### src/rtl/ptd_pkg.sv
// shared constants and types for the trial-division primality tester
`timescale 1ns / 1ps
`default_nettype none
package ptd_pkg;

    localparam int VALUE_BITS_DEF = 31;

    // first odd trial divisor and its square
    localparam int FIRST_CAND = 3;
    localparam int FIRST_SQ   = 9;

    // candidate steps, alternating between the short and the long one
    localparam int STEP_SHORT = 2;
    localparam int STEP_LONG  = 4;

    // status returned by the serial remainder unit
    typedef struct packed {
        logic done;
        logic zero;
    } t_rem_status;

endpackage
`default_nettype wire

### src/rtl/ptd_rem.sv
// bit-serial restoring remainder unit, one dividend bit per cycle
`timescale 1ns / 1ps
`default_nettype none
module ptd_rem
    import ptd_pkg::*;
#(
    parameter int VALUE_BITS = VALUE_BITS_DEF
) (
    input  wire logic                        i_clk,
    input  wire logic                        i_rst_n,
    input  wire logic                        i_start,
    input  wire logic [VALUE_BITS-1:0]       i_dividend,
    input  wire logic [VALUE_BITS/2+1:0]     i_divisor,
    output t_rem_status                      o_status
);

    localparam int CAND_BITS = VALUE_BITS / 2 + 2;
    localparam int CNT_BITS  = $clog2(VALUE_BITS + 1);

    logic [VALUE_BITS-1:0] r_shift;
    logic [CAND_BITS-1:0]  r_rem;
    logic [CNT_BITS-1:0]   r_count;
    logic                  r_busy;
    logic                  r_done;

    logic [CAND_BITS:0]    trial;
    logic [CAND_BITS:0]    n_diff;
    logic [CAND_BITS-1:0]  n_rem;

    always_comb begin
        trial  = {r_rem, r_shift[VALUE_BITS-1]};
        n_diff = trial - {1'b0, i_divisor};
        if (trial >= {1'b0, i_divisor}) begin
            n_rem = n_diff[CAND_BITS-1:0];
        end else begin
            n_rem = trial[CAND_BITS-1:0];
        end
    end

    always_ff @(posedge i_clk) begin
        if (!i_rst_n) begin
            r_busy  <= 1'b0;
            r_done  <= 1'b0;
            r_count <= '0;
        end else begin
            // pulse once the last dividend bit has been shifted in
            r_done <= !i_start && r_busy && (r_count == CNT_BITS'(1));
            if (i_start) begin
                r_busy  <= 1'b1;
                r_count <= CNT_BITS'(VALUE_BITS);
            end else if (r_busy) begin
                r_count <= r_count - CNT_BITS'(1);
                if (r_count == CNT_BITS'(1)) begin
                    r_busy <= 1'b0;
                end
            end
        end
    end

    // datapath, no reset needed
    always_ff @(posedge i_clk) begin
        if (i_start) begin
            r_shift <= i_dividend;
            r_rem   <= '0;
        end else if (r_busy) begin
            r_shift <= {r_shift[VALUE_BITS-2:0], 1'b0};
            r_rem   <= n_rem;
        end
    end

    assign o_status.done = r_done;
    assign o_status.zero = (r_rem == '0);

endmodule
`default_nettype wire

### src/rtl/primality_trial_division.sv
// top level of the trial-division primality tester
`timescale 1ns / 1ps
`default_nettype none
// takes one unsigned word and answers with one word that is 1 when the value is
// prime. values below 2 and even values other than 2 are settled in S_PRE
// without a division. every other value is divided by 3 and then by each 6k+-1
// from 5 upward while the candidate squared does not exceed the value; the
// square is tracked incrementally with shifts and adds, so there is no
// multiplier. each candidate takes a bound compare in S_BOUND and a pass
// through the bit-serial remainder unit, which takes one dividend bit per cycle.
// one word is in flight at a time; the input is ready again as soon as the
// verdict moves into the output register, even if that result has not yet
// been taken.
module primality_trial_division
    import ptd_pkg::*;
#(
    parameter int VALUE_BITS = VALUE_BITS_DEF
) (
    input  wire logic                  i_clk,
    input  wire logic                  i_rst_n,
    // input words
    input  wire logic                  i_in_valid,
    output logic                       o_in_ready,
    input  wire logic [VALUE_BITS-1:0] i_number,
    // result words
    output logic                       o_out_valid,
    input  wire logic                  i_out_ready,
    output logic                       o_is_prime
);

    // candidate stays below sqrt(2^VALUE_BITS) + 6, its square below 2^(VALUE_BITS+1)
    localparam int CAND_BITS = VALUE_BITS / 2 + 2;
    localparam int SQ_BITS   = VALUE_BITS + 1;

    typedef enum logic [2:0] {
        S_IDLE,
        S_PRE,
        S_BOUND,
        S_DIV,
        S_DONE
    } t_state;

    t_state                r_state;
    logic [VALUE_BITS-1:0] r_n;
    logic [CAND_BITS-1:0]  r_cand;
    logic [SQ_BITS-1:0]    r_sq;
    logic                  r_step_long;
    logic                  r_first;
    logic                  r_start;
    logic                  r_verdict;
    logic                  r_out_valid;
    logic                  r_is_prime;

    logic [CAND_BITS-1:0]  n_cand;
    logic [SQ_BITS-1:0]    n_sq;
    logic [SQ_BITS-1:0]    cand_ext;
    logic                  n_step_long;
    logic                  out_free;
    logic                  sq_over;
    t_rem_status           rem_status;

    // next candidate and its square: (c+s)^2 = c^2 + 2sc + s^2
    always_comb begin
        cand_ext = {{(SQ_BITS-CAND_BITS){1'b0}}, r_cand};
        if (r_step_long) begin
            n_cand = r_cand + CAND_BITS'(STEP_LONG);
            n_sq   = r_sq + (cand_ext << 3) + SQ_BITS'(STEP_LONG * STEP_LONG);
        end else begin
            n_cand = r_cand + CAND_BITS'(STEP_SHORT);
            n_sq   = r_sq + (cand_ext << 2) + SQ_BITS'(STEP_SHORT * STEP_SHORT);
        end
        // 3 -> 5 -> 7 both short, then alternate
        n_step_long = r_first ? 1'b0 : ~r_step_long;
    end

    assign sq_over  = r_sq > {1'b0, r_n};
    assign out_free = !r_out_valid || i_out_ready;

    always_ff @(posedge i_clk) begin
        if (!i_rst_n) begin
            r_state     <= S_IDLE;
            r_start     <= 1'b0;
            r_out_valid <= 1'b0;
        end else begin
            // kick the remainder unit when the bound still allows a division
            r_start <= (r_state == S_BOUND) && !sq_over;
            // verdict moves in, or the waiting word is taken
            if (r_state == S_DONE && out_free) begin
                r_out_valid <= 1'b1;
            end else if (r_out_valid && i_out_ready) begin
                r_out_valid <= 1'b0;
            end
            unique case (r_state)
                S_IDLE: begin
                    if (i_in_valid) begin
                        r_state <= S_PRE;
                    end
                end
                S_PRE: begin
                    // cheap cases: 0, 1, 2 and even values
                    r_cand      <= CAND_BITS'(FIRST_CAND);
                    r_sq        <= SQ_BITS'(FIRST_SQ);
                    r_step_long <= 1'b0;
                    r_first     <= 1'b1;
                    if (r_n == VALUE_BITS'(2)) begin
                        r_verdict <= 1'b1;
                        r_state   <= S_DONE;
                    end else if (r_n[VALUE_BITS-1:1] == '0 || !r_n[0]) begin
                        r_verdict <= 1'b0;
                        r_state   <= S_DONE;
                    end else begin
                        r_state <= S_BOUND;
                    end
                end
                S_BOUND: begin
                    if (sq_over) begin
                        r_verdict <= 1'b1;
                        r_state   <= S_DONE;
                    end else begin
                        r_state <= S_DIV;
                    end
                end
                S_DIV: begin
                    if (rem_status.done) begin
                        if (rem_status.zero) begin
                            r_verdict <= 1'b0;
                            r_state   <= S_DONE;
                        end else begin
                            r_cand      <= n_cand;
                            r_sq        <= n_sq;
                            r_step_long <= n_step_long;
                            r_first     <= 1'b0;
                            r_state     <= S_BOUND;
                        end
                    end
                end
                S_DONE: begin
                    // wait for the output register to free up
                    if (out_free) begin
                        r_is_prime <= r_verdict;
                        r_state    <= S_IDLE;
                    end
                end
                default: begin
                    r_state <= S_IDLE;
                end
            endcase
        end
    end

    // capture the value on accept
    always_ff @(posedge i_clk) begin
        if (r_state == S_IDLE && i_in_valid) begin
            r_n <= i_number;
        end
    end

    ptd_rem #(
        .VALUE_BITS (VALUE_BITS)
    ) u_rem (
        .i_clk      (i_clk),
        .i_rst_n    (i_rst_n),
        .i_start    (r_start),
        .i_dividend (r_n),
        .i_divisor  (r_cand),
        .o_status   (rem_status)
    );

    assign o_in_ready  = (r_state == S_IDLE);
    assign o_out_valid = r_out_valid;
    assign o_is_prime  = r_is_prime;

endmodule
`default_nettype wire

### config.mk
export PLATFORM = sky130hd
export DESIGN_NAME = primality_trial_division
export DESIGN_NICKNAME = d
export VERILOG_FILES = /design/src/rtl/ptd_pkg.sv /design/src/rtl/ptd_rem.sv /design/src/rtl/primality_trial_division.sv
export SDC_FILE = /design/constraint.sdc
export NUM_CORES = 1
export LEC_CHECK = 0
export ABC_AREA = 1
export BUFFER_PORTS_ARGS = -buffer_cell sky130_fd_sc_hd__buf_2
export CORE_MARGIN = 5
export CORE_UTILIZATION = 41
export CTS_CLUSTER_SIZE = 30
export DETAILED_ROUTE_END_ITERATION = 6
export SKIP_CTS_REPAIR_TIMING = 1
export SLEW_MARGIN = 10
export SYNTH_ARGS = -nofsm -noshare
export SYNTH_HDL_FRONTEND = slang
export SYNTH_HIERARCHICAL = 1
export SYNTH_SLANG_ARGS = --single-unit
### constraint.sdc
create_clock -name i_clk -period 3.75 [get_ports i_clk]
set_input_delay 0.5625 -clock i_clk [delete_from_list [all_inputs] [get_ports i_clk]]
set_output_delay 0.5625 -clock i_clk [all_outputs]
set_load 0.05 [all_outputs]
==> summary.txt, run 1 <==
status - completed
largest net degree at the start of global routing - 48
Yosys warnings - 6
CTS tree - built
fin nets - 1737
CP Buf/Inv Count - 1
Reg power frac - 33.1%
pwr/cell area - 507 nW/um^2
DRT iter0 DRCs - 774
Seq/Total Area, Yosys - 34.6%
Comb power frac - 40.4%
area grow syn2layout - 9.89%
CP required - 3.95 ns
VDD IR max - 0.000317 V
commonest non-fill, non-tap cell in the layout - nand2_1
main flop type after synthesis - edfxtp_1
grt ovf - 0
DIE HEIGHT - 176 um
most frequent cells in the layout - nand2_1, inv_1, ha_1
Worst setup EP type - flip-flop
Routability Congestion - 0.972
storage element area - 3910 um^2
core footprint - 27000 um^2
setup violators final - 0
Cell Rows - 60
WL per Instance - 16.1 um
crit path kind - reg -> reg
Pwr Total - 6.29 mW
Post-synth EDFFs - 111
count of pins over their slew limit - 0
first-pass GRT wire length - 50.2 mm
final wirelength - 31.3 mm
Synth Net Count - 1697
cells after synthesis - 1545
RSZ-0062 raised after global routing - no
delay-heaviest family, CP - simple AND/OR/NAND/NOR gates
number of buffers created by CTS - 17
Levels on crit path - 13
CP max stage delay - 0.52 ns
Int Pwr - 3.67 mW
Max Freq - 355 MHz
Net Sw Frac - 41.6%
WHS Path Cells - 1
antenna violations before repair - 0
final worst path period need - 2.81 ns
vias in the first global route - 9617
cell repeated most along the worst path - nand2_1
CP max FO - 7
Yosys cell types - 50
sw power - 2.62 mW
DR pass1 iterations - 5
Synth Register Bits - 140
HPWL Detailed - 24.3 mm
CTS Sinks - 140
Clock power frac - 26.6%
Tcrit/Tclk final - 75.0%
asr flop ratio synth - 0%
antenna cells - 0
Longest Clk Path Bufs - 2
worst skew pair latency - 0.44 ns
IO Pins - 38
multi-input logic area - 6390 um^2
Die Wd - 176 um
Crit-path slowest cell - edfxtp_1
layout cell share with drive strength beyond 1 - 9.76%
via count - 10100
clock skew - 0.0137 ns
GRT Total Usage - 20.4%
critical path startpoint category - flip-flop
Syn Area/Cell - 7.32 um^2
Clock transition at path regs - 0.07 ns
Fin Setup TNS - 0 ns
Worst-Margin Slew - 1.13 ns
Hold Vio Cnt, Final - 0
FF-to-FF path depth - 13
LEAKAGE - 6.03 nW
starting density of the core - 41.8%
worst path arrival time - 3.02 ns
DRC - 0
Worst Hold Class - in -> reg
Layout fillers - 2736
antenna viol nets, final - 0
via density per instance - 5.21
Worst slew margin - 24.8%
critical path cell sequence - ha_1 > ha_1 > nand2_1 > o21ai_0 > inv_1 > nand2_1 > nand3_1 > nand2_1 > nand2_1 > nand3_1 > nand3_1 > nand2_1 > nor2_1
H-tree levels - 4
total die area - 31000 um^2
Max Cap Viol - 0
mapped cell area - 11300 um^2
IO Port Bufs - 37
Clock Tree Root - clkbuf_16
-- through the flow --
stage / utilization (%) / hold slack [ns] / cells / setup slack, ns / area (um^2)
final: 46.0 / 0.295 / 1939 / 0.936 / 12400
after global routing: 46.0 / 0.280 / 1939 / 0.731 / 12400
after CTS: 46.0 / 0.281 / 1939 / 0.976 / 12400
after detailed placement: 43.9 / 0.423 / 1907 / 0.983 / 11900
after global placement: 43.9 / 0.424 / 1907 / 0.935 / 11900
after floorplan: - / 0.400 / 1545 / 0.432 / 11300
-- final timing paths --
kind / from / end / slack (ns)
setup / recovery: r_cand[7] / r_sq[23] / 0.94
hold / removal: i_number[22] / r_n[22] / 0.29
setup reg to reg: r_cand[7] / r_sq[23] / 0.94
hold reg to reg: r_verdict / o_is_prime / 0.44
-- power groups by stage --
stage / clock network [mW] / registers [mW] / logic (mW)
2_1_floorplan: 0 / 2.04 / 2.00
3_3_place_gp: 0 / 2.11 / 2.49
3_5_place_dp: 0 / 2.11 / 2.51
4_1_cts: 1.70 / 2.08 / 2.52
5_1_grt: 1.77 / 2.10 / 2.89
6_report: 1.67 / 2.08 / 2.54
-- kinds of logic (layout without fill, tap and decap cells) --
group	after synthesis	in the layout	synth area share, %
fa+ha+maj	117	117	13.2
other cells	1	1	0.0332
compound gates	189	189	8.95
buf+inv	254	307	8.96
flops	140	140	34.6
simple gates	827	827	33.0
xor+xnor	17	17	1.32
-- worst register-to-register path: cells and delay by family, from the launching register on --
kind / cells / cell delay [ns]
flops: 1 / 0.52
compound gates: 1 / 0.35
simple gates: 9 / 0.90
fa+ha+maj: 2 / 0.74
buf+inv: 1 / 0.07
-- registers in the layout, indices dropped and copies added, names as in the netlist, 3 cells and up --
name and cells:
r_state 3, r_sq 29, u_rem/r_shift 31, r_n 31, u_rem/r_count 5, r_cand 16
u_rem/r_rem 17
-- Yosys cell counts (4+ instances only) --
cell	n	share of area [%]
a21o_1	6	0.40
nand2_2	13	0.72
o21a_1	4	0.27
nand2_1	490	16
nor2_1	111	3.7
xnor2_1	5	0.39
nand3b_1	6	0.40
nand4_1	36	2.0
dfxtp_1	29	5.1
nand3_2	24	2.1
clkbuf_1	11	0.37
nor2_2	9	0.50
a21oi_1	107	4.7
nor4_1	6	0.33
o21ai_0	52	2.3
o21ai_1	5	0.22
ha_1	114	13
nand3_1	91	4.0
buf_2	7	0.31
xor2_1	12	0.93
nor2_4	5	0.50
inv_1	218	7.2
edfxtp_1	111	29
inv_2	8	0.27
nor3_1	14	0.62
or2_2	4	0.22
-- cell type report --
class	count	share of cell area (%)
clock buffers	17	3.43
repair buffers	47	2.20
well taps	341	3.44
flip-flops and latches	140	31.5
multi-input cells	1151	51.4
inverters	228	6.89
clock inverters	15	1.10
-- layer usage --
layer,vias to the layer above,share of wire (%),track usage [%]
met1,4587,46,27.0
met5,-,0,0
met4,0,3.4,7.86
met2,277,46,33.6
li1,5172,-,-
met3,64,5.0,3.34
No activity file was read; power rests on OpenSTA's default activity.
==> inputs of run 2 (changes only) <==
- clock period: 3.75 -> 2.6 ns (I/O delays scaled with it)
==> summary.txt, run 2 (synthesis results as in run 1) <==
status - completed
IO Port Bufs - 37
biggest regs - r_n x31, u_rem/r_shift x31, r_sq x29
multi-input logic area - 6680 um^2
Max Freq - 398 MHz
Layout Utilization - 48.9%
count of pins over their slew limit - 0
Clock Tree Root - clkbuf_16
largest net degree at the start of global routing - 41
HPWL Detailed - 24.5 mm
Hold Vio Cnt, Final - 0
sw power - 3.85 mW
Tcrit/Tclk final - 96.7%
Int Pwr - 5.66 mW
antenna cells - 0
Clock transition at path regs - 0.07 ns
most frequent cells in the layout - nand2_1, inv_1, edfxtp_1
H-tree levels - 4
DR pass1 iterations - 5
Reg power frac - 31.3%
metal3 WL - 1.51 mm
Comb power frac - 41.9%
number of buffers created by CTS - 17
crit path kind - reg -> reg
DRT iter0 DRCs - 794
grt ovf - 0
VDD IR max - 0.000458 V
Net Sw Frac - 40.5%
antenna violations before repair - 0
storage element area - 3910 um^2
CTS Sinks - 140
Pwr Total - 9.51 mW
uppermost layer routed - met4
layout cell share with drive strength beyond 1 - 16.6%
clock skew - 0.0108 ns
IO Pins - 38
Worst slew margin - 30.6%
fin nets - 1796
Worst Hold Class - in -> reg
Placed Cells - 1955
Cell Rows - 60
Clock power frac - 26.8%
area grow syn2layout - 16.8%
Max Cap Viol - 0
final worst path period need - 2.51 ns
GRT Total Usage - 20.5%
via density per instance - 5.15
commonest non-fill, non-tap cell in the layout - nand2_1
DRC - 0
first-pass GRT wire length - 50.6 mm
Longest Clk Path Bufs - 2
met2 wire len - 14.3 mm
CTS tree - built
vias in the first global route - 9664
worst skew pair latency - 0.44 ns
critical path startpoint category - flip-flop
setup violators final - 0
hold slack final - 0.125 ns
CP max FO - 5
antenna viol nets, final - 0
starting density of the core - 41.8%
final wirelength - 31.8 mm
total die area - 31000 um^2
DIE HEIGHT - 176 um
WL per Instance - 15.9 um
Layout fillers - 2681
pwr/cell area - 721 nW/um^2
Die Wd - 176 um
RSZ-0062 raised after global routing - yes
Worst-Margin Slew - 1.04 ns
LEAKAGE - 6.35 nW
Worst setup EP type - flip-flop
CP required - 2.79 ns
Routability Congestion - 0.934
via count - 10300
Non-Filler Instances - 1998
met1 wire length - 15.2 mm
core footprint - 27000 um^2
worst path arrival time - 2.71 ns
[run 2: power groups by stage]
stage	logic, mW	registers (mW)	clock network, mW
after floorplan	2.89	2.94	0
after global placement	3.73	3.02	0
after detailed placement	3.77	3.02	0
after CTS	3.79	2.97	2.59
after global routing	4.48	3.00	2.69
final	3.98	2.98	2.55
[run 2: cell type report]
| class | instances | share of cell area (%) |
|---|---|---|
| multi-input combinational | 1151 | 50.6 |
| timing repair buffer | 106 | 5.51 |
| tap | 341 | 3.23 |
| clock buffer | 18 | 3.25 |
| sequential | 140 | 29.6 |
| clock inverter | 14 | 1.28 |
| inverter | 228 | 6.48 |
[run 2: layer usage]
metal  up-vias  global-route usage, %
li1       5284                      -
met1      4709                   28.6
met2       258                   32.8
met3        40                   3.64
met4         0                   5.75
met5         -                      0
[run 2: critical path, cell delays in order, from the launching register on]
cell	delay, ns
edfxtp_1	0.52
ha_1	0.35
ha_1	0.37
nand2_2	0.16
inv_1	0.07
a21oi_2	0.18
nand2_1	0.10
inv_1	0.07
nand2_1	0.09
nand2_1	0.07
nand3_1	0.08
a21oi_1	0.17
nor2_1	0.06
[run 2: path summary, 6_finish.rpt]
check          startpoint          to  slack, ns  cells after the start
min reg2reg     r_verdict  o_is_prime       0.44                      0
max reg2reg    r_cand[15]    r_sq[23]       0.09                     12
min          i_number[27]     r_n[27]       0.13                      1
max            r_cand[15]    r_sq[23]       0.09                     12
[run 2: metrics by stage]
stage,setup WS (ns),cell area (um^2),TNS [ns]
3_5_place_dp,-0.110,12200,-0.320
2_1_floorplan,0.0547,11300,0
6_report,0.0855,13200,0
4_1_cts,-0.128,12800,-0.401
3_3_place_gp,-0.117,12200,-0.300
5_1_grt,-0.0503,13200,-0.327
==> inputs of run 3 (changes only) <==
- CAP_MARGIN: unset -> 15
- clock period: 2.6 -> 2.8 ns (I/O delays scaled with it)
==> summary.txt, run 3 (synthesis results as in run 1) <==
clock skew - 0.0182 ns
PnR worst setup slack - 0.107 ns
Cell Rows - 60
first-pass GRT wire length - 51.1 mm
DR pass1 iterations - 5
count of pins over their slew limit - 0
Worst R2R Setup Slack - 0.11 ns
area post-placement - 12100 um^2
worst hold start - i_number[25]
pwr/cell area - 673 nW/um^2
Routability Congestion - 0.979
Fin Setup TNS - 0 ns
vias in the first global route - 9706
H-tree levels - 4
Worst slew margin - 28.9%
LEAKAGE - 6.19 nW
DIE HEIGHT - 176 um
Non-Filler Instances - 1971
antenna viol nets, final - 0
antenna violations before repair - 0
WHS Path Cells - 1
Hold Vio Cnt, Final - 0
setup violators final - 0
GRT Total Usage - 20.9%
DRC - 0
FF-to-FF path depth - 8
R2R Path End - r_sq[13]
IO Port Bufs - 37
Clock Tree Root - clkbuf_16
Worst-Margin Slew - 1.06 ns
Layout fillers - 2690
via density per instance - 5.23
Longest Clk Path Bufs - 2
crit path kind - reg -> reg
WL per Instance - 16.4 um
core footprint - 27000 um^2
starting density of the core - 41.8%
critical path startpoint category - flip-flop
commonest non-fill, non-tap cell in the layout - nand2_1
layout cell share with drive strength beyond 1 - 12.0%
IO Pins - 38
largest net degree at the start of global routing - 37
Placed Cells - 1935
worst skew pair latency - 0.45 ns
reg2reg start - r_cand[8]
CTS Sinks - 140
pre-CTS setup slack - 0.0886 ns
number of buffers created by CTS - 17
total die area - 31000 um^2
Hold Path Sink - r_n[25]
VDD IR max - 0.000420 V
CP required - 3.07 ns
Die Wd - 176 um
Max Freq - 371 MHz
final worst path period need - 2.69 ns
DRT iter0 DRCs - 733
Worst Hold Class - in -> reg
biggest regs - r_n x31, u_rem/r_shift x31, r_sq x29
area grow syn2layout - 12.7%
via count - 10300
most frequent cells in the layout - nand2_1, inv_1, ha_1
Clock transition at path regs - 0.07 ns
worst path arrival time - 2.96 ns
Pwr Total - 8.58 mW
fin nets - 1769
status - completed
CP max FO - 6
Max Cap Viol - 0
antenna cells - 0
CTS tree - built
final wirelength - 32.4 mm
HPWL Detailed - 25.1 mm
Final Cell Area - 12700 um^2
Worst setup EP type - flip-flop
grt ovf - 0
Tcrit/Tclk final - 96.2%
==> run 3: cell count changes in the layout (fill, tap and decap cells not counted), moves of 11 or more <==
cell and change:
ha_1 +11, a21oi_1 +15, a21oi_2 -15, nand2_1 +11, nand2_2 -11, buf_4 -28
==> run 3: critical path: stages, from the launching register on <==
cell	delay, ns
edfxtp_1	0.45
ha_1	0.32
ha_1	0.37
a21oi_1	0.36
o21ai_0	0.20
nand3b_1	0.29
xor2_1	0.24
nand2_1	0.07
a21oi_1	0.21
==> run 3: metrics by stage <==
step / utilization (%) / hold slack (ns)
after detailed placement: 44.8 / 0.426
after global placement: 44.8 / 0.414
after CTS: 46.9 / 0.134
after floorplan: - / 0.400
after global routing: 47.1 / 0.132
final: 47.1 / 0.151
==> run 3: area by class of cell <==
type | instances | area [um^2] | share of cell area (%)
clock buffers | 18 | 429 | 3.37
clock inverters | 14 | 134 | 1.05
inverters | 228 | 856 | 6.72
multi-input cells | 1151 | 6440 | 50.6
flip-flops and latches | 140 | 3910 | 30.7
well taps | 341 | 427 | 3.35
repair buffers | 79 | 538 | 4.22
==> run 3: report_power, final <==
group / total [mW] / internal [mW] / switching [mW]
Sequential: 2.79 / 2.53 / 0.259
Clock: 2.24 / 1.24 / 1.00
Combinational: 3.55 / 1.26 / 2.29
==> run 3: worst max-delay path by stage <==
stage | from | endpoint | slack, ns | cells after the start
after global placement | r_cand[1] | r_sq[15] | 0.07 | 12
after floorplan | r_state[1] | r_cand[10] | 0.25 | 8
after global routing | r_cand[3] | r_sq[29] | -0.06 | 13
after detailed placement | r_cand[1] | r_sq[15] | 0.09 | 12
after CTS | r_cand[1] | r_sq[15] | 0.08 | 12
final | r_cand[8] | r_sq[13] | 0.11 | 8
==> run 3: metal layers <==
layer / up-vias / wire [um] / track usage, %
li1: 5233 / - / -
met5: - / 0 / 0
met1: 4721 / 14900 / 27.8
met4: 0 / 974 / 7.34
met3: 55 / 1950 / 3.94
met2: 307 / 14600 / 34.2
